===== config.mk =====
export PLATFORM = sky130hd
export DESIGN_NAME = nmh_queue
export DESIGN_NICKNAME = d
export VERILOG_FILES = /design/src/hw/rtl/normal_map_to_height_integrator_assert.svh /design/src/hw/rtl/nmh_pkg.sv /design/src/hw/rtl/nmh_queue.sv
export SDC_FILE = /design/constraint.sdc
export NUM_CORES = 1
export LEC_CHECK = 0
export ABC_AREA = 1
export BUFFER_PORTS_ARGS = -buffer_cell sky130_fd_sc_hd__buf_2
export CORE_ASPECT_RATIO = 1.4
export CORE_MARGIN = 3
export CORE_UTILIZATION = 35
export CTS_BUF_LIST = sky130_fd_sc_hd__clkbuf_8
export CTS_CLUSTER_DIAMETER = 80
export DETAILED_ROUTE_END_ITERATION = 12
export SYNTH_ARGS = -nofsm -noshare
export SYNTH_HDL_FRONTEND = slang
export SYNTH_SLANG_ARGS = --single-unit
export TNS_END_PERCENT = 20

===== constraint.sdc =====
create_clock -name clk -period 7.5 [get_ports clk]
set_clock_uncertainty 0.1 [all_clocks]
set_input_delay 1.5 -clock clk [delete_from_list [all_inputs] [get_ports clk]]
set_output_delay 1.5 -clock clk [all_outputs]
set_load 0.005 [all_outputs]

===== src/hw/rtl/normal_map_to_height_integrator_assert.svh =====
// Assertion macros for the normal map height integrator
`ifndef NORMAL_MAP_TO_HEIGHT_INTEGRATOR_ASSERT_SVH
`define NORMAL_MAP_TO_HEIGHT_INTEGRATOR_ASSERT_SVH

// property holds on every clock edge outside reset
`define NMH_ASSERT(label, prop, msg) \
  label: assert property (@(posedge clk) disable iff (rst) (prop)) else $error(msg);

// antecedent implies consequent in the next cycle
`define NMH_ASSERT_NEXT(label, ante, cons, msg) \
  label: assert property (@(posedge clk) disable iff (rst) (ante) |=> (cons)) else $error(msg);

`endif


===== src/hw/rtl/nmh_pkg.sv =====
// ----------------------------------------------------------------------------
// nmh_pkg
// Shared constants and types of the normal map height integrator.
// ----------------------------------------------------------------------------
`timescale 1ns / 1ps
`default_nettype none
package nmh_pkg;
  localparam int CompBits   = 16;
  localparam int MaxWidth   = 4096;
  localparam int MaxHeight  = 4096;
  localparam int ColBits    = 12;
  localparam int DimBits    = 13;
  localparam int SumBits    = 48;
  localparam int SlopeBits  = 32;
  localparam int NumBits    = 34;   // |c| * 2^16, plus sign
  localparam int DenBits    = 17;   // nz, positive, up to 65534
  localparam int QueueDepth = 4;
  localparam int QueueAw    = 2;

  localparam logic [1:0] RegWidth  = 2'd0;
  localparam logic [1:0] RegHeight = 2'd1;

  localparam logic signed [SumBits-1:0] Sat48Max = {1'b0, {(SumBits-1){1'b1}}};
  localparam logic signed [SumBits-1:0] Sat48Min = {1'b1, {(SumBits-1){1'b0}}};

  // classified item from the front to the back
  typedef struct packed {
    logic                        active;  // accumulates (not row 0 / col 0)
    logic                        row0;
    logic                        col0;
    logic [ColBits-1:0]          col;
    logic                        eor;
    logic                        eof;
    logic signed [SlopeBits-1:0] sx;
    logic signed [SlopeBits-1:0] sy;
  } work_t;

  typedef enum logic [2:0] {
    DV_IDLE = 3'b001,
    DV_RUN  = 3'b010,
    DV_DONE = 3'b100
  } div_state_t;

  function automatic logic signed [SumBits-1:0] sat_add(
    input logic signed [SumBits-1:0] a,
    input logic signed [SumBits-1:0] b
  );
    logic signed [SumBits:0] s;
    s = {a[SumBits-1], a} + {b[SumBits-1], b};
    if (s[SumBits] != s[SumBits-1]) begin
      return s[SumBits] ? Sat48Min : Sat48Max;
    end
    return s[SumBits-1:0];
  endfunction
endpackage
`default_nettype wire


===== src/hw/rtl/nmh_queue.sv =====
// ----------------------------------------------------------------------------
// nmh_queue
// Small FIFO between the slope front and the accumulator back.
// ----------------------------------------------------------------------------
`timescale 1ns / 1ps
`default_nettype none
module nmh_queue (
  input  wire logic           clk,
  input  wire logic           rst,
  input  wire logic           push,
  input  wire nmh_pkg::work_t push_item,
  output logic                full,
  input  wire logic           pop,
  output nmh_pkg::work_t      head,
  output logic                not_empty
);
  nmh_pkg::work_t slots [nmh_pkg::QueueDepth];
  logic [nmh_pkg::QueueAw-1:0] wptr, rptr;
  logic [nmh_pkg::QueueAw:0]   count;

  assign full      = (count == (nmh_pkg::QueueAw+1)'(nmh_pkg::QueueDepth));
  assign not_empty = (count != '0);
  assign head      = slots[rptr];

  always_ff @(posedge clk) begin
    if (rst) begin
      wptr  <= '0;
      rptr  <= '0;
      count <= '0;
    end else begin
      if (push && !full) wptr <= wptr + (nmh_pkg::QueueAw)'(1);
      if (pop && not_empty) rptr <= rptr + (nmh_pkg::QueueAw)'(1);
      count <= count + (nmh_pkg::QueueAw+1)'(push && !full)
                     - (nmh_pkg::QueueAw+1)'(pop && not_empty);
    end
  end

  always_ff @(posedge clk) begin
    if (push && !full) slots[wptr] <= push_item;
  end
endmodule
`default_nettype wire


### Yosys cells after proc, flatten, opt, wreduce, memory -nomap -nowiden

Memory sizes are Yosys's and may differ from the RTL's. A register that Yosys moved wholly into a read port is not among the register bits.
Cells that the tools add are included.

* latch bits: 0
* word-level logic and storage cells: 17
* flip-flop bits (word level): 7
* memory bits (writable): 324
* input bits: 85
* memories: 1
* bits in read-only memories: 0
* output and inout bits: 83

* bitwise logic cells: 0
* shift-type cells: 0
* multiply operators: 0
* multiplexer cells: 4
* reductions and logical operators: 4
* $lt $le $gt $ge: 0
* eq/ne operators: 1
* div/mod/pow operators: 0
* $add $sub $neg: 4

Memory list
* slots: depth 4, width 81, rd ports 1, clocked after Yosys merged registers in 1, wr ports 1, line nmh_queue.sv:17 `nmh_pkg::work_t slots [nmh_pkg::QueueDepth];`

Operators with widths (number)
* $add A2 B1 Y2 const B: 2
* $mux W2: 2
* $add A3 B1 Y3: 1
* $eq A3 B3 Y1 const B: 1
* $reduce_bool A3 Y1: 1
* $sub A3 B1 Y3: 1
* $logic_and A1 B1 Y1: 2
* $mux W1: 2
* $logic_not A1 Y1: 1

### Depth between registers and ports, before layout

Gate-level depths: netlist of run 1.

* depth in word-level cells: 5
* depth in mapped cells: 10
* depth with buffers taken out: 10

### Least setup slack after synthesis of run 1

Ideal clock, no wire load.

* kind: input to register
* start: input push
* end: memory slots[0][0] (netlist bit), enable pin
* stages: 2
* arrival: 4.995 ns
* required time: 6.879 ns
* path slack: 1.883 ns
* library setup time: 0.521 ns
* buffers on the path: 0
* cell sequence: nand2_1 nor2_1

* cells in the longest elaborated chain, start to end: 3

Ends and longest elaborated chain
* from (decl): line nmh_queue.sv:10 `input wire logic push,`
* $logic_and A1 B1 Y1: line nmh_queue.sv:39 `if (push && !full) slots[wptr] <= push_item;`
* $mux W1: line nmh_queue.sv:39
* $mux W1 (not written as such): line nmh_queue.sv:39
* to (decl): line nmh_queue.sv:17

Every way passes these cells.

==> qor.yml, run 1 <==
outcome: "complete, no violations"
ctsHoldBuffers: 0
end_kind: "output pin"
grt_max_degree: 163
synth_common_cells: "edfxtp_1 (324), nor2_1 (155), o21ai_0 (143)"
path_cells: "buf_4 > o21ai_0 > o22ai_1 > buf_2"
h-tree-depth: 2
pwr_density_cell_nw_per_um2: 323
fillers: 3188
row_count: 81
synthFlopType: "edfxtp_1"
grt_pass1_vias: 7428
fin_cells: 1521
slowest_stage: "buf_4"
synth.top_cell.area_share_pct: 77.4
die_w_um: 166
clockRootBuffer: "clkbuf_8"
cts_tree: "yes"
multi_input_area_sq_um: 2250
report.final.hold_viol_count: 0
start_kind: "flip-flop"
clk_path_buf_depth: 3
worst_slew_pin_slew_ns: 1.11
syn_area_per_cell_sq_um: 14.8
setup_viol: 0
synth_edf_count: 324
globalplace.congestion: 0.739
yosysSeqAreaShare_pct: 78.9
vias_per_cell: 4.99
worstHoldStart: "rptr[0]"
p_int_mw: 3.35
clk_latency_ns: 0.57
ys_types: 22
critPathMaxStageDelay_ns: 0.85
hp-class: "flip-flop to flip-flop"
r2r-start: "count[1]"
syn_area_sq_um: 12600
period_share_pct: 63.1
switching_share_pct: 29.3
critical_path_class: "flip-flop to output pin"
drt_drc_violations_left: 0
drv_cap: 0
wl_per_cell_um: 18.6
port_buffers: 167
finalNetCount: 1116
slew_headroom_pct: 26.2
max_freq_ghz: 0.211
pwr-share-clk_pct: 29.4
syn2layout_area_growth_pct: 16.6
tns_ns: 0
critPathArrivalTime_ns: 3.13
post_cts_buffers: 0
grt_overflow: 0
seq_area_sq_um: 9910
synth_fp_nets: 941
dieArea_sq_um: 38200
die_h_um: 230
layout-drive-gt1-share_pct: 24.8
clock_sinks: 333
antenna_found_initial: 14
report.final.slew_viol_count: 0
clk_transition_reported_paths_ns: 0.06
synth-seq-cells: 333
grt.total_usage_pct: 14.2
p_sw_mw: 1.39
start_util_pct: 35.7
io_pins: 168
yosys_warnings: 0
dp_hpwl_mm: 15.4
postRouteAntennaNets: 0
numCtsBuffers: 49
period_needed_ns: 4.73
core_area_sq_um: 35200
pwr-share-seq_pct: 49.5
crit_fanout: 96
ctsResizeCount: 0
p_comb_share_pct: 21.1
vias: 7584
synthArstFlopShare_pct: 0
peakVddDrop_v: 0.000142
yosys.cell_count.top_type: "edfxtp_1"
yosys-top-cells-area: "edfxtp_1 (77%), o21ai_0 (5.7%), nor2_1 (4.6%)"
syn_inst: 849
p_leak_nw: 5.10
yosysTopAreaCell: "edfxtp_1"
worstPathRequired_ns: 5.90
first_pass_iters: 5
grt_pass1_wl_mm: 42.6
drt-initial-drc-count: 589
rsz0062_at_grt: "false"
totalWireLength_mm: 28.4
dpl.cell_count: 1429
flip-flops by register name, indices dropped and copies added (netlist names), named ones only:
signal	count
rptr	2
wptr	2
count	3
slots	324
per-layer routing:
layer	part of all wire [%]	routed length [um]	GRT usage [%]
met4	3.3	937	6.48
met5	0.32	92	0
met2	49	13800	22.9
met3	7.4	2110	4.87
met1	40	11400	17.4
path summary, 6_finish.rpt:
path / to / slack [ns] / cells past startpoint
setup / recovery: head[5] / 2.77 / 4
hold / removal: rptr[0] / 0.41 / 2
setup reg to reg: slots[2][50] / 4.62 / 5
hold reg to reg: rptr[0] / 0.41 / 2
power by group through the flow:
stage,Combinational (mW),Clock (mW),Sequential (mW)
2_1_floorplan,0.635,0,2.36
3_3_place_gp,1.01,0,2.38
3_5_place_dp,1.02,0,2.38
4_1_cts,1.03,1.42,2.35
5_1_grt,1.12,1.52,2.36
6_report,0.997,1.39,2.34
cell families after synthesis:
group	synth area share [%]
AOI/OAI and AO/OA	10.8
adders and majority gates	0.757
buffers and inverters	3.47
DFF	78.9
and+or+nand+nor	6.10
area by class of cell:
type	count	share of cell area, %
clock inverters	36	1.68
clock buffers	49	4.60
repair buffers	176	6.17
diodes	7	0.120
multi-input cells	447	15.4
inverters	17	0.521
well taps	456	3.89
flip-flops and latches	333	67.7
stage by stage:
stage          util (%)  cell area (sq um)  hold slack, ns  total power, mW  setup WS [ns]
2_1_floorplan         -              12600           0.348             3.00           1.88
3_3_place_gp       39.0              13700           0.364             3.39           3.39
3_5_place_dp       39.0              13700           0.395             3.41           3.34
4_1_cts            41.6              14600           0.411             4.80           2.72
5_1_grt            41.7              14700           0.441             5.00           2.53
6_report           41.7              14700           0.407             4.73           2.77
cell usage in the layout (no fill, tap or decap), drive strengths merged:
cell,Yosys,routed
a21boi,2,2
a21oi,4,4
buf,24,176
bufinv,0,4
clkbuf,28,49
clkinv,1,22
dfxtp,9,9
diode,0,7
edfxtp,324,324
fa,1,1
ha,6,6
inv,16,27
nand2,12,12
nand3,3,3
nor2,175,175
o21ai,163,163
o22ai,81,81
worst max-delay path, delay by kind of cell (launching register included):
family	cells	cell delay, ns
flip-flops	1	0.82
AO/OA/AOI/OAI	2	0.56
buffers and inverters	2	1.03
No activity file was read; power rests on OpenSTA's default activity.
==> run 2: changes to the inputs <==
- clock period: 7.5 -> 4.3 ns (I/O delays scaled with it)
==> run 2 against run 1 <==
Against the previous run:
- core utilization is 0.10 points higher
- clock power is 63% higher
- combinational power is 77% higher
- non-clock buffer count is 3 higher
- critical path depth stayed put
- final area is 0.24% higher
- sequential power is 74% higher
- final cell count is 0.26% lower
- flip-flop and latch count stayed put
- critical path type unchanged
- highest routed layer unchanged
==> qor.yml, run 2 (same netlist as run 1, synthesis figures left out) <==
outcome: "complete, no violations"
setup_viol: 0
first_pass_iters: 5
finalNetCount: 1121
r2r-end: "count[2]"
final_area_sq_um: 14700
slew_headroom_pct: 29.1
globalplace.congestion: 0.730
crit_fanout: 162
h-tree-depth: 2
worst_slack_ns: 0.789
period_needed_ns: 3.51
hp-class: "primary input to flip-flop"
seq_area_sq_um: 9910
dp_hpwl_mm: 14.8
layout_common_cells: "edfxtp_1 (324), buf_2 (167), nor2_1 (151)"
numCtsBuffers: 51
peakVddDrop_v: 0.000304
start_kind: "flip-flop"
core_area_sq_um: 35200
fin_cells: 1517
final_common_cell: "edfxtp_1"
pre_cts_ws_ns: 1.44
max_freq_ghz: 0.285
r2r-start: "count[1]"
place_area_sq_um: 13800
vias: 7478
report.final.hold_viol_count: 0
grt_overflow: 0
totalWireLength_mm: 27.1
ctsHoldBuffers: 0
period_share_pct: 81.6
top_regs: "slots: 324 flops, count: 3 flops"
regMostFlops: "slots"
clk_path_buf_depth: 3
drv_cap: 0
largest_reg_flops: 324
p_leak_nw: 5.11
port_buffers: 167
tns_ns: 0
hold_depth: 2
critical_path_class: "flip-flop to output pin"
clockRootBuffer: "clkbuf_8"
worstPathRequired_ns: 3.34
grt.total_usage_pct: 13.9
ctsResizeCount: 0
rsz0062_at_grt: "false"
die_w_um: 166
post_cts_buffers: 0
postRouteAntennaNets: 0
vias_per_cell: 4.93
drt_drc_violations_left: 0
critPathArrivalTime_ns: 2.55
clk_latency_ns: 0.58
worstHoldStart: "rst"
reg2reg_depth: 10
fillers: 3182
antenna_found_initial: 5
grt_max_degree: 163
worst_slew_pin_slew_ns: 1.06
report.final.slew_viol_count: 0
dpl.cell_count: 1432
row_count: 81
whs_endpoint: "count[0]"
layout-drive-gt1-share_pct: 25.0
ff2ff_setup_slack_ns: 1.88
start_util_pct: 35.7
final_util_pct: 41.8
grt_pass1_vias: 7552
clk_transition_reported_paths_ns: 0.06
drt-initial-drc-count: 500
wl_per_cell_um: 17.8
multi_input_area_sq_um: 2250
grt_pass1_wl_mm: 41.4
pwr_density_cell_nw_per_um2: 551
clock_sinks: 333
syn2layout_area_growth_pct: 16.9
cts_tree: "yes"
die_h_um: 230
dieArea_sq_um: 38200
io_pins: 168
end_kind: "output pin"
==> run 2: cell count changes in the layout (fill, tap and decap cells not counted), moves of 3 or more <==
cell and delta:
clkinv_2 -3, bufinv_16 -3, buf_12 +6, clkinv_1 -8, inv_1 +3, clkbuf_8 +4
buf_4 -3
==> run 2: per-layer routing <==
layer,GRT usage [%],wire length [um],vias up
li1,-,-,3545
met5,0,10,-
met2,24.6,14100,213
met4,5.90,716,2
met1,15.9,10700,3667
met3,3.42,1480,51
==> run 2: report_power, final <==
group	total [mW]	switching, mW	internal (mW)
combinational	1.76	1.15	0.613
clock	2.27	1.10	1.18
sequential	4.06	0.108	3.95
==> run 2: worst max path at each step <==
stage	slack (ns)	end	from	cells past startpoint
after floorplan	-0.68	slots[0][0]	push	2
after global placement	1.46	head[33]	flip-flop	4
after detailed placement	1.44	head[33]	flip-flop	4
after CTS	0.81	head[33]	flip-flop	4
after global routing	0.67	head[44]	flip-flop	4
final	0.79	head[33]	flip-flop	4
==> run 2: cell type report <==
type	instances	share of cell area (%)
Antenna cell	6	0.102
Tap cell	456	3.88
Clock inverter	26	0.894
Clock buffer	53	4.97
Inverter	17	0.520
Multi-Input combinational cell	447	15.3
Timing Repair Buffer	179	6.81
Sequential cell	333	67.5
==> run 2: stage by stage <==
| stage | hold WS (ns) | power [mW] |
|---|---|---|
| CTS | 0.327 | 8.24 |
| floorplan | 0.348 | 5.23 |
| global route | 0.338 | 8.58 |
| finish | 0.368 | 8.10 |
| global placement | 0.366 | 5.91 |
| detailed placement | 0.375 | 5.95 |
==> run 2: worst max-delay path, cell delays in order, from the launching register on <==
cell	delay, ns
dfxtp_4	0.46
inv_8	0.63
o21ai_0	0.24
o22ai_1	0.24
buf_2	0.16
==> run 3: changes to the inputs <==
- clock period: 4.3 -> 3.5 ns (I/O delays scaled with it)
==> run 3 against run 2 <==
Against the previous run:
- worst hold slack worse by 0.15 ns
- total power is 24% higher
- via count is 1.2% lower
- non-clock buffer count is 2 higher
- wire length is 1.1% lower
- critical path depth stayed put
- first-iteration DRC count is 3.4% higher
- sequential power is 22% higher
- setup slack worse by 0.24 ns
- final area is 0.18% higher
- global-route usage is 0.43 points lower
- count of clock-buffer cells in the layout is 1 lower
==> qor.yml, run 3 (same netlist as run 1, synthesis figures left out) <==
vias: 7389
rsz0062_at_grt: "false"
cts_tree: "yes"
final_common_cell: "edfxtp_1"
slew_headroom_pct: 50.3
grt_max_degree: 163
fin_cells: 1526
clk_latency_ns: 0.56
h-tree-depth: 2
regMostFlops: "slots"
clockRootBuffer: "clkbuf_8"
critical_path_class: "flip-flop to output pin"
port_buffers: 167
clock_sinks: 333
start_util_pct: 35.7
setup_viol: 0
dieArea_sq_um: 38200
core_area_sq_um: 35200
period_needed_ns: 2.95
layout_common_cells: "edfxtp_1 (324), buf_2 (167), nor2_1 (151)"
report.final.slew_viol_count: 0
antenna_found_initial: 2
drv_cap: 0
worstPathRequired_ns: 2.70
peakVddDrop_v: 0.000542
postRouteAntennaNets: 0
finalNetCount: 1122
dp_hpwl_mm: 14.3
start_kind: "flip-flop"
report.final.hold_viol_count: 0
outcome: "complete, no violations"
row_count: 81
grt.total_usage_pct: 13.4
clk_path_buf_depth: 3
dpl.cell_count: 1434
grt_pass1_vias: 7292
path_cells: "buf_12 > o21ai_0 > o22ai_1 > buf_2"
finalPower_mw: 10.1
critPathMaxStageDelay_ns: 0.51
period_share_pct: 84.3
path_delay_family: "buffers and inverters"
syn2layout_area_growth_pct: 17.1
drt_drc_violations_left: 0
p_leak_nw: 5.16
die_w_um: 166
critPathArrivalTime_ns: 2.15
path_buf_inv: 2
layout-drive-gt1-share_pct: 25.1
post_cts_buffers: 0
hp-class: "primary input to flip-flop"
max_freq_ghz: 0.339
vias_per_cell: 4.84
worst_slew_pin_slew_ns: 0.746
largest_reg_flops: 324
grt_overflow: 0
clk_transition_reported_paths_ns: 0.06
globalplace.congestion: 0.727
io_pins: 168
die_h_um: 230
crit_fanout: 162
ctsResizeCount: 0
slowest_stage: "buf_12"
wl_per_cell_um: 17.5
drt-initial-drc-count: 517
pwr_density_cell_nw_per_um2: 684
first_pass_iters: 5
end_kind: "output pin"
top_regs: "slots: 324 flops, count: 3 flops"
grt_pass1_wl_mm: 40.3
totalWireLength_mm: 26.8
ctsHoldBuffers: 0
numCtsBuffers: 50
run 3: changes by cell type in the layout (fill, tap and decap cells not counted), sizes merged:
cell      change
buf           +2
diode         -4
clkinv        +5
clkinvlp      +1
inv           +5
bufinv        +1
clkbuf        -1
run 3: cell type report:
class,instances,area [sq um]
fillers,3240,20500
well taps,456,571
clock inverters,38,204
clock buffers,52,716
multi-input cells,447,2250
inverters,17,76.3
diodes,2,5.00
flip-flops and latches,333,9910
repair buffers,181,978
run 3: stage by stage:
| stage | hold WS [ns] | TNS (ns) | setup slack [ns] | utilization [%] | instance area (sq um) |
|---|---|---|---|---|---|
| finish | 0.222 | 0 | 0.550 | 41.8 | 14700 |
| global route | 0.185 | 0 | 0.374 | 41.8 | 14700 |
| CTS | 0.166 | 0 | 0.483 | 41.8 | 14700 |
| detailed placement | 0.375 | 0 | 0.970 | 39.2 | 13800 |
| global placement | 0.376 | 0 | 0.959 | 39.2 | 13800 |
| floorplan | 0.348 | -426.56 | -1.32 | - | 12600 |
run 3: worst paths after layout:
kind,from,end,slack (ns),cells past startpoint
worst max-delay path,flip-flop,head[80],0.55,4
worst min-delay path,rst,count[1],0.22,2
worst max register to register,count[1],count[2],1.09,10
worst min register to register,rptr[0],rptr[0],0.39,2
run 3: report_power, final:
group          switching (mW)  total [mW]  internal, mW  leakage, nW
registers               0.101        4.96          4.86         3.04
logic                    1.44        2.19         0.747         1.58
clock network            1.39        2.91          1.52        0.538
run 3: worst reg2reg max path, stage by stage (launching register included):
cell and delay, ns:
dfxtp_1 0.35, nor2_1 0.20, nand2_1 0.16, nand2_1 0.35, ha_1 0.31, inv_1 0.06
ha_1 0.13, inv_1 0.05, fa_1 0.40, o21ai_0 0.17, nor2_1 0.05
run 3: routing by layer:
metal	up-vias	track usage (%)	share of wire [%]	routed length, um
met2	175	24.3	52	13900
met5	-	0	0	0
met1	3602	15.6	40	10800
met3	49	3.15	5.1	1370
li1	3563	-	-	-
met4	0	4.92	2.5	660
