### config.mk
export PLATFORM = sky130hd
export DESIGN_NAME = nmh_front_flat
export DESIGN_NICKNAME = d
export VERILOG_FILES = /design/src/hw/rtl/normal_map_to_height_integrator_assert.svh /design/src/hw/rtl/nmh_pkg.sv /design/src/hw/rtl/nmh_stream_if.sv /design/src/hw/rtl/nmh_divider.sv /design/src/hw/rtl/nmh_front.sv /design/src/flat_wrapper.sv
export SDC_FILE = /design/constraint.sdc
export NUM_CORES = 1
export LEC_CHECK = 0
export BUFFER_PORTS_ARGS = -buffer_cell sky130_fd_sc_hd__buf_2
export CORE_MARGIN = 1.5
export CORE_UTILIZATION = 50
export DETAILED_ROUTE_END_ITERATION = 16
export HOLD_SLACK_MARGIN = 0.03
export PLACE_DENSITY = 0.84
export SYNTH_ARGS = -nofsm -noshare
export SYNTH_HDL_FRONTEND = slang
export SYNTH_HIERARCHICAL = 1
export SYNTH_SLANG_ARGS = --single-unit
### constraint.sdc
create_clock -name clk -period 3.13 [get_ports clk]
set_input_delay 0.313 -clock clk [delete_from_list [all_inputs] [get_ports clk]]
set_output_delay 0.313 -clock clk [all_outputs]
set_load 0.005 [all_outputs]
### src/hw/rtl/normal_map_to_height_integrator_assert.svh
// Assertion macros for the normal map height integrator
`ifndef NORMAL_MAP_TO_HEIGHT_INTEGRATOR_ASSERT_SVH
`define NORMAL_MAP_TO_HEIGHT_INTEGRATOR_ASSERT_SVH

// property holds on every clock edge outside reset
`define NMH_ASSERT(label, prop, msg) \
  label: assert property (@(posedge clk) disable iff (rst) (prop)) else $error(msg);

// antecedent implies consequent in the next cycle
`define NMH_ASSERT_NEXT(label, ante, cons, msg) \
  label: assert property (@(posedge clk) disable iff (rst) (ante) |=> (cons)) else $error(msg);

`endif

### src/hw/rtl/nmh_pkg.sv
// ----------------------------------------------------------------------------
// nmh_pkg
// Shared constants and types of the normal map height integrator.
// ----------------------------------------------------------------------------
`timescale 1ns / 1ps
`default_nettype none
package nmh_pkg;
  localparam int CompBits   = 16;
  localparam int MaxWidth   = 4096;
  localparam int MaxHeight  = 4096;
  localparam int ColBits    = 12;
  localparam int DimBits    = 13;
  localparam int SumBits    = 48;
  localparam int SlopeBits  = 32;
  localparam int NumBits    = 34;   // |c| * 2^16, plus sign
  localparam int DenBits    = 17;   // nz, positive, up to 65534
  localparam int QueueDepth = 4;
  localparam int QueueAw    = 2;

  localparam logic [1:0] RegWidth  = 2'd0;
  localparam logic [1:0] RegHeight = 2'd1;

  localparam logic signed [SumBits-1:0] Sat48Max = {1'b0, {(SumBits-1){1'b1}}};
  localparam logic signed [SumBits-1:0] Sat48Min = {1'b1, {(SumBits-1){1'b0}}};

  // classified item from the front to the back
  typedef struct packed {
    logic                        active;  // accumulates (not row 0 / col 0)
    logic                        row0;
    logic                        col0;
    logic [ColBits-1:0]          col;
    logic                        eor;
    logic                        eof;
    logic signed [SlopeBits-1:0] sx;
    logic signed [SlopeBits-1:0] sy;
  } work_t;

  typedef enum logic [2:0] {
    DV_IDLE = 3'b001,
    DV_RUN  = 3'b010,
    DV_DONE = 3'b100
  } div_state_t;

  function automatic logic signed [SumBits-1:0] sat_add(
    input logic signed [SumBits-1:0] a,
    input logic signed [SumBits-1:0] b
  );
    logic signed [SumBits:0] s;
    s = {a[SumBits-1], a} + {b[SumBits-1], b};
    if (s[SumBits] != s[SumBits-1]) begin
      return s[SumBits] ? Sat48Min : Sat48Max;
    end
    return s[SumBits-1:0];
  endfunction
endpackage
`default_nettype wire

### src/hw/rtl/nmh_stream_if.sv
// ----------------------------------------------------------------------------
// nmh_pixel_if / nmh_height_if
// Valid/ready channels for normal pixels in and heights out.
// ----------------------------------------------------------------------------
`timescale 1ns / 1ps
`default_nettype none
interface nmh_pixel_if;
  logic        valid;
  logic        ready;
  logic [15:0] normal_x;
  logic [15:0] normal_y;
  logic [15:0] normal_z;
  modport source (output valid, normal_x, normal_y, normal_z, input ready);
  modport sink   (input valid, normal_x, normal_y, normal_z, output ready);
endinterface

`default_nettype wire

### src/hw/rtl/nmh_divider.sv
// ----------------------------------------------------------------------------
// nmh_divider
// Restoring divider: signed numerator by positive denominator, one quotient
// bit a cycle, truncated toward zero.
// ----------------------------------------------------------------------------
`timescale 1ns / 1ps
`default_nettype none
module nmh_divider (
  input  wire logic                                 clk,
  input  wire logic                                 rst,
  input  wire logic                                 start,
  input  wire logic signed [nmh_pkg::NumBits-1:0]   num,
  input  wire logic        [nmh_pkg::DenBits-1:0]   den,
  output logic                                      done,
  output logic signed [nmh_pkg::NumBits-1:0]        quot
);
  localparam int MagBits = nmh_pkg::NumBits - 1;

  logic [MagBits-1:0]         q;
  logic [nmh_pkg::DenBits-1:0] rem;
  logic [nmh_pkg::DenBits-1:0] d;
  logic                       neg;
  logic [5:0]                 cnt;
  logic                       busy;
  logic [nmh_pkg::DenBits:0]  trial;
  logic [MagBits-1:0]         mag;

  assign mag   = num[nmh_pkg::NumBits-1] ? MagBits'(-num) : num[MagBits-1:0];
  assign trial = {rem, q[MagBits-1]} - {1'b0, d};

  always_ff @(posedge clk) begin
    if (rst) begin
      busy <= 1'b0;
      done <= 1'b0;
      cnt  <= '0;
    end else begin
      done <= 1'b0;
      if (start && !busy) begin
        busy <= 1'b1;
        cnt  <= 6'(MagBits);
      end else if (busy) begin
        cnt <= cnt - 6'd1;
        if (cnt == 6'd1) begin
          busy <= 1'b0;
          done <= 1'b1;
        end
      end
    end
  end

  // partial remainder stays below d, so it fits in DenBits
  always_ff @(posedge clk) begin
    if (start && !busy) begin
      q   <= mag;
      rem <= '0;
      d   <= den;
      neg <= num[nmh_pkg::NumBits-1];
    end else if (busy) begin
      if (!trial[nmh_pkg::DenBits]) begin
        rem <= trial[nmh_pkg::DenBits-1:0];
        q   <= {q[MagBits-2:0], 1'b1};
      end else begin
        rem <= {rem[nmh_pkg::DenBits-2:0], q[MagBits-1]};
        q   <= {q[MagBits-2:0], 1'b0};
      end
    end
  end

  assign quot = neg ? -$signed({1'b0, q}) : $signed({1'b0, q});
endmodule
`default_nettype wire

### src/hw/rtl/nmh_front.sv
// ----------------------------------------------------------------------------
// nmh_front
// Takes pixels, tracks row and column, computes both slopes with a shared
// divider and hands classified items to the queue.
// ----------------------------------------------------------------------------
`timescale 1ns / 1ps
`default_nettype none
module nmh_front (
  input  wire logic                          clk,
  input  wire logic                          rst,
  input  wire logic [nmh_pkg::DimBits-1:0]   frame_width,
  input  wire logic [nmh_pkg::DimBits-1:0]   frame_height,
  nmh_pixel_if.sink                          pix,
  output logic                               push,
  output nmh_pkg::work_t                     push_item,
  input  wire logic                          queue_full
);
  nmh_pkg::div_state_t state;
  logic [nmh_pkg::ColBits-1:0] col, row;
  logic [nmh_pkg::DimBits-1:0] w, h;
  logic                        eor, eof, active;
  logic signed [nmh_pkg::NumBits-1:0] ny_num, div_num;
  logic [nmh_pkg::DenBits-1:0] nz_den, nz_live, div_den;
  logic                        second, div_start, div_done;
  logic signed [nmh_pkg::NumBits-1:0] quot;
  nmh_pkg::work_t              item;
  logic signed [nmh_pkg::SlopeBits-1:0] slope_sat;
  logic signed [17:0]          cx, cy, cz;

  assign w = (frame_width == '0) ? 13'd1
           : (frame_width > 13'(nmh_pkg::MaxWidth)) ? 13'(nmh_pkg::MaxWidth) : frame_width;
  assign h = (frame_height == '0) ? 13'd1
           : (frame_height > 13'(nmh_pkg::MaxHeight)) ? 13'(nmh_pkg::MaxHeight) : frame_height;
  assign eor = ({1'b0, col} + 13'd1) >= w;
  assign eof = eor && (({1'b0, row} + 13'd1) >= h);
  assign active = (row != '0) && (col != '0);

  assign cx = $signed({1'b0, pix.normal_x, 1'b0}) - 18'sd65536;
  assign cy = $signed({1'b0, pix.normal_y, 1'b0}) - 18'sd65536;
  assign cz = $signed({1'b0, pix.normal_z, 1'b0}) - 18'sd65536;

  assign nz_live = (cz < 18'sd1) ? 17'd1 : cz[16:0];

  // numerator is -c * 2^16; x pass starts off the live beat, y pass off registers
  assign div_num = (state == nmh_pkg::DV_IDLE) ? -($signed({{16{cx[17]}}, cx}) <<< 16)
                                               : ny_num;
  assign div_den = (state == nmh_pkg::DV_IDLE) ? nz_live : nz_den;

  assign pix.ready = (state == nmh_pkg::DV_IDLE);

  always_comb begin
    if (quot > $signed(34'sh07FFFFFFF)) slope_sat = 32'sh7FFFFFFF;
    else if (quot < -$signed(34'sh080000000)) slope_sat = 32'sh80000000;
    else slope_sat = quot[31:0];
  end

  nmh_divider u_div (
    .clk, .rst, .start(div_start), .num(div_num), .den(div_den),
    .done(div_done), .quot
  );

  assign div_start = (state == nmh_pkg::DV_IDLE && pix.valid && active) ||
                     (state == nmh_pkg::DV_RUN && div_done && !second);
  assign push = (state == nmh_pkg::DV_DONE) && !queue_full;
  assign push_item = item;

  always_ff @(posedge clk) begin
    if (rst) begin
      state  <= nmh_pkg::DV_IDLE;
      col    <= '0;
      row    <= '0;
      second <= 1'b0;
    end else begin
      unique case (state)
        nmh_pkg::DV_IDLE: begin
          if (pix.valid) begin
            state  <= active ? nmh_pkg::DV_RUN : nmh_pkg::DV_DONE;
            second <= 1'b0;
            if (eor) begin
              col <= '0;
              row <= eof ? '0 : row + 12'd1;
            end else begin
              col <= col + 12'd1;
            end
          end
        end
        nmh_pkg::DV_RUN: begin
          if (div_done) begin
            if (second) state <= nmh_pkg::DV_DONE;
            else second <= 1'b1;
          end
        end
        nmh_pkg::DV_DONE: begin
          if (!queue_full) state <= nmh_pkg::DV_IDLE;
        end
        default: state <= nmh_pkg::DV_IDLE;
      endcase
    end
  end

  always_ff @(posedge clk) begin
    if (state == nmh_pkg::DV_IDLE && pix.valid) begin
      item.active <= active;
      item.row0   <= (row == '0);
      item.col0   <= (col == '0);
      item.col    <= col;
      item.eor    <= eor;
      item.eof    <= eof;
      item.sx     <= '0;
      item.sy     <= '0;
      ny_num      <= -($signed({{16{cy[17]}}, cy}) <<< 16);
      nz_den      <= nz_live;
    end else if (state == nmh_pkg::DV_RUN && div_done) begin
      if (second) item.sy <= slope_sat;
      else item.sx <= slope_sat;
    end
  end
endmodule
`default_nettype wire

### src/flat_wrapper.sv
// flat-port wrapper written by rule: the top's interface ports become plain ports
module nmh_front_flat 
  (clk, rst, frame_width, frame_height, push, push_item, queue_full, pix_valid, pix_normal_x, pix_normal_y, pix_normal_z, pix_ready);
  nmh_pixel_if pix_i ();
  input  wire logic clk;
  input  wire logic rst;
  input  wire logic [nmh_pkg::DimBits-1:0] frame_width;
  input  wire logic [nmh_pkg::DimBits-1:0] frame_height;
  output logic push;
  output nmh_pkg::work_t push_item;
  input  wire logic queue_full;
  input wire logic [$bits(pix_i.valid)-1:0] pix_valid;
  input wire logic [$bits(pix_i.normal_x)-1:0] pix_normal_x;
  input wire logic [$bits(pix_i.normal_y)-1:0] pix_normal_y;
  input wire logic [$bits(pix_i.normal_z)-1:0] pix_normal_z;
  output wire logic [$bits(pix_i.ready)-1:0] pix_ready;
  assign pix_i.valid = pix_valid;
  assign pix_i.normal_x = pix_normal_x;
  assign pix_i.normal_y = pix_normal_y;
  assign pix_i.normal_z = pix_normal_z;
  assign pix_ready = pix_i.ready;
  nmh_front u_core (.clk(clk), .rst(rst), .frame_width(frame_width), .frame_height(frame_height), .pix(pix_i), .push(push), .push_item(push_item), .queue_full(queue_full));
endmodule
# Word-level counts from Yosys, hierarchy flattened

Cells that the tools add are included.

Input port bits: 78
Logic and storage cells: 112
Register bits: 236

Mux-type cells: 32
Bitwise gates (word level): 2
Eq/ne operators: 8
Add/sub/neg operators: 13
Magnitude comparators: 7
Reductions and logical operators: 28

Operators with widths:

| cell                   | number |
|---|---|
| $mux 33                | 3 |
| $mux 34                | 2 |
| $neg 34->34            | 2 |
| $mux 32                | 2 |
| $sub 17x17->18 const B | 3 |
| $mux 13                | 4 |
| $mux 17                | 3 |
| $gt 34x32->1 const B   | 1 |
| $lt 34x32->1 const B   | 1 |
| $neg 33->34            | 1 |
| $neg 33->33            | 1 |
| $add 12x1->13 const B  | 2 |
| $ge 13x13->1           | 2 |
| $gt 13x13->1 const B   | 2 |
| $logic_not 13->1       | 2 |
| $add 12x1->12 const B  | 2 |
| $logic_not 12->1       | 2 |
| $mux 12                | 2 |
| $reduce_bool 12->1     | 2 |
| $lt 18x2->1 const B    | 1 |
| $sub 18x17->18         | 1 |
| $mux 3                 | 5 |
| $mux 6                 | 2 |
| $pmux 3 s3             | 1 |
| other kinds (19)       | 41 |

# Depth between registers and ports, before layout

Gate-level depths: netlist of the first run.

Depth in word-level cells: 6
Gate-level depth with buffers: 14
Mapped depth without buffers: 12

# Modules after synthesis

The synthesis of the first run kept the hierarchy.

Modules (own cells, without submodules):

| module      | cells an instance | seq. area each (µm²) | area an instance (µm²) | times used |
|---|---|---|---|---|
| nmh_front   | 824               | 3373.2               | 7300.8                 | 1 |
| nmh_divider | 563               | 2031.9               | 5063.6                 | 1 |

# Worst setup path after synthesis of the first run

No wires, ideal clock.

Path kind: input -> register
From: in pix_normal_x[0]
To: reg u_core.u_div.q[31], data pin
Setup slack: -232 ps
Arrival time: 3096 ps
Stages: 11
Data required time: 2864 ps
Path buffers: 0
Cell sequence: or3_1 > nor3_1 > xor2_1 > o21ai_0 > or4_1 > or2_1 > or3_4 > or3_4 > o31ai_1 > xor2_1 > o21ai_1

Longest elaborated chain between the ends: 6

RTL lines:

| what                        | line               | RTL |
|---|---|---|
| start: declaration          | flat_wrapper.sv:13 | `input wire logic [$bits(pix_i.normal_x)-1:0] pix_normal_x;` |
| $sub 17x17->18              | nmh_front.sv:38    | `assign cx = $signed({1'b0, pix.normal_x, 1'b0}) - 18'sd65536;` |
| $neg 34->34                 | nmh_front.sv:45    | `assign div_num = (state == nmh_pkg::DV_IDLE) ? -($signed({{16{cx[17]}}, cx}) <<< 16)` |
| $mux 34                     | nmh_front.sv:45    |  |
| net u_core.div_num, one bit | nmh_front.sv:22    | `logic signed [nmh_pkg::NumBits-1:0] ny_num, div_num;` |
| $neg 33->33                 | nmh_divider.sv:28  | `assign mag = num[nmh_pkg::NumBits-1] ? MagBits'(-num) : num[MagBits-1:0];` |
| $mux 33                     | nmh_divider.sv:28  |  |
| $mux 33                     | nmh_divider.sv:53  | `if (start && !busy) begin` |
| end signal: assignment      | nmh_divider.sv:54  | `q <= mag;` |
| end signal: assignment      | nmh_divider.sv:61  | `q <= {q[MagBits-2:0], 1'b1};` |
| end signal: assignment      | nmh_divider.sv:64  | `q <= {q[MagBits-2:0], 1'b0};` |
| end: declaration            | nmh_divider.sv:19  | `logic [MagBits-1:0] q;` |

The timed path passes the listed nets, and every way through them passes these cells.
A chain may end at the register's enable or synchronous reset.

# Worst setup path in the final report of the first run

From: in pix_normal_x[2]
To: reg u_core.u_div.q[31], data pin

Same word-level chain as after synthesis.

==> run_results.csv, run 1 <==
group,metric,value,unit
die,die_area,0.02568,mm²
critical_path,crit_family,"simple AND/OR/NAND/NOR gates",
clocking,cts.sinks,219,
layout,register_area,0.005415,mm²
global_route,antenna_found_initial,2,
die,ios,161,
global_route,grt_overflow,0,
status,status,"completed",
critical_path,worstPathCellList,"buf_2, or3_4, nor3_4, xor2_1, o21ai_2, or4_4, or2_1, or3_4, or3_4, o31ai_4, xor2_1, o21ai_1",
power_and_ir_drop,power,7146,µW
synthesis,synth_edf_count,102,
min_path,min_from,"queue_full",
place,dp.final_hpwl,21580,µm
die,num_rows,57,
drt,num_vias,11055,
drt,viasPerCell,5.617,
synthesis,ys_types,64,
layout,nets,1758,
layout,syn2layout_area_growth,23.65,%
power_and_ir_drop,switchingPower,1878,µW
drt,drt_first_pass_iters,7,
timing,fin_crit,3.121,ns
power_and_ir_drop,power_frac_comb,15.6,%
timing,period_share,99.71,%
critical_path,startpoint_type,"input port",
power_and_ir_drop,seq_power_share,44.5,%
place,dp_cells,1908,
timing,finalHoldViolCount,0,
critical_path,slowest_stage,"or4_4",
critical_path,crit_path_end_kind,"register",
critical_path,timing.rr.start,"u_core/state[2]",
power_and_ir_drop,p_int,5268,µW
drt,routedWlPerCell,16.04,µm
layout,layout_commonest_cell,"nand2_1",
power_and_ir_drop,power_switching_share,26.28,%
critical_path,reg2reg_slack,0.02,ns
critical_path,crit_type,"input port to register",
drt,wl,31580,µm
timing,worst_pin_slew,0.8405,ns
min_path,min_path_cells,2,
critical_path,r2r_cells,12,
die,die_h,160.3,µm
timing,drv_slew,0,
global_route,grt_pass1_wl,49700,µm
place,place_congestion,0.9033,
synthesis,syn_inst,1387,
critical_path,r2r-end,"u_core/u_div/q[31]",
power_and_ir_drop,clkPwrFrac,39.9,%
min_path,hold_path.class,"input port to register",
global_route,grt_pass1_vias,10109,
synthesis,synth_ff_type,"dfxtp_1",
layout,final_util,62.86,%
place,io_buffers,160,
layout,final_cell_mix,"203 x nand2_1, 160 x buf_2, 113 x dfxtp_1",
clocking,cts_buffer_depth,3,
timing,clock_skew,0.009910,ns
synthesis,ys_ff_latch,219,
timing,timing.setup.tns,0,ns
global_route,grt_max_degree,125,
power_and_ir_drop,power.density,467.4,mW/mm²
drt,drc,0,
timing,maxSlewHeadroom,43.37,%
critical_path,crit_start,"pix_normal_x[2]",
synthesis,syn-cell-area,0.01236,mm²
timing,rsz0062_at_grt,"true",
critical_path,crit_fanout,3,
critical_path,cp.required,3.38,ns
global_route,grtUsageTotal,23.13,%
critical_path,arrival,3.37,ns
min_path,whs_endpoint,"u_core/state[1]",
synthesis,synthArstFlopShare,0,%
clocking,clkLatencyLatePin,0.50,ns
clocking,cts_root_buffer,"clkbuf_16",
critical_path,slowest_delay,0.52,ns
place,post-place-ws,-0.4110,ns
power_and_ir_drop,p_leak,0.006178,µW
synthesis,synth-warning-count,6,
clocking,numCtsBuffers,23,
layout,drive_above_1_share,22.06,%
die,die_w,160.3,µm
synthesis,syn_avg_cell_area,8.914,µm²
die,core_area,0.02432,mm²
layout,multi_input_area,0.006979,mm²
clocking,htreeDepth,1,
timing,max_freq,320.4,MHz
timing,setup_violations,0,
die,start_util,50.84,%
layout,num-fill-cells,1882,
clocking,path_clk_slew,0.07,ns
critical_path,worst_path_most_repeated_cell,"or3_4",
clocking,cts_tree,"done",
drt,drtIter0Drc,1210,
drt,ant_nets,0,
synthesis,ys_seq_area_share,43.72,%
power_and_ir_drop,irDropWorstVdd,0.0002768,V
layout,instances_no_fill,1968,
job,maxCapViolCount,0,
timing,timing.final.ws_setup,0.009219,ns
critical_path,cp_num_buf_inv,1,
## synthesized netlist by cell type, types with 4 or more instances
library cell    n  area share [%]
or3_1           7            0.35
buf_1          13            0.39
nor4_2          4            0.40
nand2b_1       19            0.96
a21boi_0        9            0.55
or3_4           5            0.46
a21o_1          4            0.24
o21ai_0        85             3.4
clkbuf_1       51             1.5
nand2_1       206             6.3
nor4_1         22             1.1
nor2_1        111             3.4
nand4b_1        4            0.28
nand3_1        43             1.7
o31ai_1        20             1.2
xnor2_1        68             4.8
a21oi_1        68             2.8
or4_1           6            0.36
o21ai_1         8            0.32
ha_1           54             5.5
nor2b_1        21             1.1
and2_1          7            0.35
a31oi_1        10            0.51
inv_1          60             1.8
o311ai_0       15             1.1
o41ai_1        10            0.71
dfxtp_1       117              19
buf_2          14            0.57
o32ai_1         9            0.64
xor2_1         57             4.0
nor3_1         30             1.2
a211oi_1       67             4.1
edfxtp_1      102              25
nand4_1         5            0.25
## final cells by class
| type | instances | area share, % |
|---|---|---|
| antenna | 3 | 0.04910 |
| clock buffer | 29 | 4.239 |
| clock inverter | 12 | 0.9657 |
| inverter | 60 | 1.489 |
| multi-input combinational | 1085 | 45.65 |
| sequential | 219 | 35.42 |
| tap | 324 | 2.652 |
| timing repair buffer | 236 | 9.534 |
## metal layers
| layer | wire [µm] | vias to the layer above | global-route usage, % | part of all wire, % |
|---|---|---|---|---|
| met5 | 0 | - | 0 | 0 |
| met4 | 729 | 0 | 5.947 | 2.3 |
| met3 | 2078 | 48 | 3.766 | 6.6 |
| met2 | 15000 | 424 | 38.14 | 48 |
| met1 | 13760 | 5189 | 31.65 | 44 |
| li1 | - | 5394 | - | - |
## power by group through the flow
stage,Combinational (µW),Sequential [µW],Clock [µW]
global placement,1010,3230,0
finish,1120,3180,2850
detailed placement,1050,3230,0
floorplan,726,3220,0
global route,1240,3190,3010
CTS,1060,3180,2910
## flip-flops by register name (all words and copies together) (netlist names)
| register | count |
|---|---|
| u_core/u_div/q | 33 |
| u_core/u_div/busy | 1 |
| u_core/second | 1 |
| u_core/u_div/done | 1 |
| u_core/col | 12 |
| u_core/state | 3 |
| u_core/u_div/rem | 17 |
| u_core/u_div/neg | 1 |
| u_core/ny_num | 17 |
| u_core/u_div/d | 17 |
| u_core/nz_den | 17 |
| u_core/row | 12 |
| u_core/push_item | 81 |
| u_core/u_div/cnt | 6 |
## how the worst max path moves through the flow
stage | slack (ns) | end | depth (start not counted)
6_report | 0.009 | u_core/u_div/q[31] | 12
3_3_place_gp | -0.31 | u_core/u_div/q[32] | 12
3_5_place_dp | -0.41 | u_core/u_div/q[32] | 12
5_1_grt | -0.1 | u_core/u_div/q[31] | 12
4_1_cts | 0.02 | u_core/row[10] | 13
2_1_floorplan | -0.13 | u_core/u_div/q[32] | 11
## stage by stage
step                      hold WS [ns]  cell area, µm²
after global placement          0.4717           14010
final                          0.05762           15290
after floorplan                 0.4029           12610
after detailed placement        0.4913           14010
after CTS                      0.07056           14820
after global routing           0.06216           15280
## logic make-up after synthesis
| kind of cell | count (synthesis) | synth area share (%) |
|---|---|---|
| other cells | 1 | 0.03033 |
| xor+xnor | 125 | 8.854 |
| mux | 3 | 0.2429 |
| fa+ha+maj | 55 | 5.626 |
| simple gates | 512 | 19.71 |
| buf+inv | 139 | 4.392 |
| compound gates | 333 | 17.43 |
| flops | 219 | 43.72 |
## worst reg2reg max path, delay by kind of cell (launching register included)
family	cells	cell delay [ns]
simple gates	7	1.78
flops	1	0.36
xor+xnor	1	0.23
compound gates	3	0.37
buf+inv	1	0.13
## repair_timing
action                                  4_1_cts  5_1_grt
hold buffers                                  1        0
resized for setup                             2       74
endpoints found under the setup margin       12       94
setup buffers                                 0       11
gates cloned                                  0        4
pin swaps                                     3       21
endpoints found under the hold margin         1        0
(Power assumes the default switching activity.)
==> inputs of run 2 (changes only) <==
--- a/config.mk
+++ b/config.mk
@@ -5,6 +5,7 @@
 export SDC_FILE = /design/constraint.sdc
 export NUM_CORES = 1
 export LEC_CHECK = 0
+export ABC_AREA = 1
 export BUFFER_PORTS_ARGS = -buffer_cell sky130_fd_sc_hd__buf_2
 export CORE_MARGIN = 1.5
 export CORE_UTILIZATION = 50
==> run_results.csv, run 2 <==
group,metric,value,unit
die,start_util,51.10,%
layout,drive_above_1_share,12.66,%
synthesis,synthAdderAreaFrac,5.023,%
synthesis,synth_compound_area_share,11.03,%
synthesis,yosys.area_share.simple,28.34,%
clocking,htreeDepth,1,
place,placed_area,0.01519,mm²
clocking,clkLatencyLatePin,0.53,ns
clocking,cts_buffer_depth,3,
synthesis,synth_edf_count,102,
synthesis,synth_common_cells,"482 x nand2_1, 309 x inv_1, 157 x nor2_1",
synthesis,synth.area.mux_share,0,%
place,place_congestion,0.9549,
drt,ant_nets,0,
clocking,cts_root_buffer,"clkbuf_16",
synthesis,yosysTopAreaCell,"edfxtp_1",
synthesis,syn_avg_cell_area,7.143,µm²
clocking,cts.sinks,219,
layout,largest_reg_flops,81,
power_and_ir_drop,power_switching_share,37.71,%
synthesis,syn-cell-area,0.01385,mm²
timing,fin_crit,2.878,ns
layout,final_cell_mix,"482 x nand2_1, 309 x inv_1, 160 x buf_2",
timing,rsz0062_at_grt,"false",
timing,maxSlewHeadroom,42.05,%
timing,max_freq,347.4,MHz
critical_path,crit_type,"register to register",
status,status,"completed",
global_route,grt_pass1_vias,12468,
timing,worst_pin_slew,0.8693,ns
synthesis,synth_ff_type,"dfxtp_1",
power_and_ir_drop,p_int,6372,µW
synthesis,synth-xor-area-share,5.818,%
timing,setup_violations,0,
min_path,hold_path.class,"input port to register",
power_and_ir_drop,clkPwrFrac,28.6,%
die,core_area,0.02710,mm²
die,die_h,169.4,µm
job,maxCapViolCount,0,
global_route,grt_pass1_wl,58850,µm
place,dp.final_hpwl,26610,µm
die,die_w,169.4,µm
clocking,numCtsBuffers,24,
drt,drc,0,
synthesis,synth_top_family_by_area,"simple AND/OR/NAND/NOR gates",
global_route,antenna_found_initial,5,
drt,num_vias,13287,
timing,timing.setup.tns,0,ns
global_route,grt_overflow,0,
critical_path,arrival,3.35,ns
drt,drtIter0Drc,976,
synthesis,yosys.area.top_type_share,22.12,%
power_and_ir_drop,power,10230,µW
synthesis,ys_types,43,
power_and_ir_drop,power.density,637.6,mW/mm²
critical_path,startpoint_type,"register",
critical_path,crit_path_end_kind,"register",
layout,nets,2272,
timing,finalHoldViolCount,0,
timing,drv_slew,0,
layout,fin_area,0.01605,mm²
power_and_ir_drop,irDropWorstVdd,0.0004797,V
die,num_rows,60,
drt,routedWlPerCell,14.14,µm
die,ios,161,
synthesis,synth-warning-count,6,
die,die_area,0.02871,mm²
drt,drt_first_pass_iters,6,
power_and_ir_drop,power_frac_comb,36.1,%
timing,period_share,91.95,%
synthesis,ys_top_cells_by_area,"edfxtp_1 22%, dfxtp_1 17%, nand2_1 13%, inv_1 8.4%, ha_1 4.9%",
layout,layout_commonest_cell,"nand2_1",
clocking,cts_tree,"done",
place,io_buffers,160,
critical_path,cp.required,3.60,ns
critical_path,crit_fanout,8,
power_and_ir_drop,switchingPower,3857,µW
drt,wl,35800,µm
synthesis,ys_ff_latch,219,
timing,clock_skew,0.01568,ns
synthesis,ys_seq_area_share,39.03,%
drt,viasPerCell,5.248,
layout,syn2layout_area_growth,15.86,%
synthesis,syn_inst,1939,
power_and_ir_drop,seq_power_share,35.2,%
clocking,postCtsSetupBuffers,0,
synthesis,synthArstFlopShare,0,%
synthesis,yosysMostFrequentCell,"nand2_1",
power_and_ir_drop,p_leak,0.008005,µW
clocking,path_clk_slew,0.06,ns
global_route,grtUsageTotal,24.83,%
global_route,grt_max_degree,71,
[run 2: path summary, 6_finish.rpt]
kind / from / end / slack [ns] / cells past startpoint
max: u_core/col[0] / u_core/row[10] / 0.25 / 18
min: pix_normal_y[14] / u_core/ny_num[31] / 0.11 / 2
max reg2reg: u_core/col[0] / u_core/row[10] / 0.25 / 18
min reg2reg: u_core/u_div/rem[1] / u_core/u_div/rem[1] / 0.48 / 2
[run 2: what timing repair did]
action | CTS | global route
endpoints found under the setup margin | 0 | 1
hold buffers | 1 | 0
resized for setup | 0 | 1
hold endpoints to repair | 1 | 0
[run 2: metal layers]
metal	track usage [%]	wire length, µm
met1	31.70	15390
met2	41.56	16320
met3	4.314	2732
met4	10.43	1349
met5	0	12
[run 2: layout make-up]
class | count | area (µm²)
clock buffer | 33 | 675.6
tap | 372 | 465.4
fill | 2418 | 11060
multi-input combinational | 1389 | 7141
sequential | 219 | 5405
timing repair buffer | 187 | 1006
inverter | 318 | 1194
antenna | 3 | 7.507
clock inverter | 11 | 151.4
[run 2: critical path, stage by stage, from the launching register on]
cell and delay [ns]:
dfxtp_1 0.42, ha_1 0.25, nand3_1 0.11, nor2_1 0.13, nand3_1 0.15, nor2_1 0.15
xor2_1 0.22, ha_1 0.27, nand2_1 0.10, nor2_1 0.05, nand2_1 0.06, nor2_1 0.04
nor2_1 0.15, nand3_2 0.14, nand2_2 0.16, inv_2 0.14, nor2_4 0.16, nand2_1 0.07
nand2_1 0.06
[run 2: through the flow]
stage	setup slack (ns)	cells	hold slack (ns)	util, %
finish	0.2519	2532	0.1113	59.21
global route	0.02073	2532	0.09787	59.21
CTS	0.3097	2529	0.08174	59.16
detailed placement	0.02925	2484	0.4574	56.07
global placement	0.1752	2484	0.4574	56.07
floorplan	0.1494	1986	0.3821	-
[run 2: logic make-up after synthesis]
kind of cell,Yosys count
xor gates and xnor gates,92
DFF,219
AOI/OAI and AO/OA,296
adders and majority gates,55
other,1
buffers and inverters,378
and+or+nand+nor,898
[run 2: power groups by stage]
| stage | Combinational [µW] | Sequential (µW) | Clock [µW] |
|---|---|---|---|
| finish | 3700 | 3600 | 2930 |
| global route | 4170 | 3640 | 3080 |
| CTS | 3610 | 3600 | 2970 |
| detailed placement | 3580 | 3650 | 0 |
| global placement | 3510 | 3640 | 0 |
| floorplan | 2730 | 3590 | 0 |
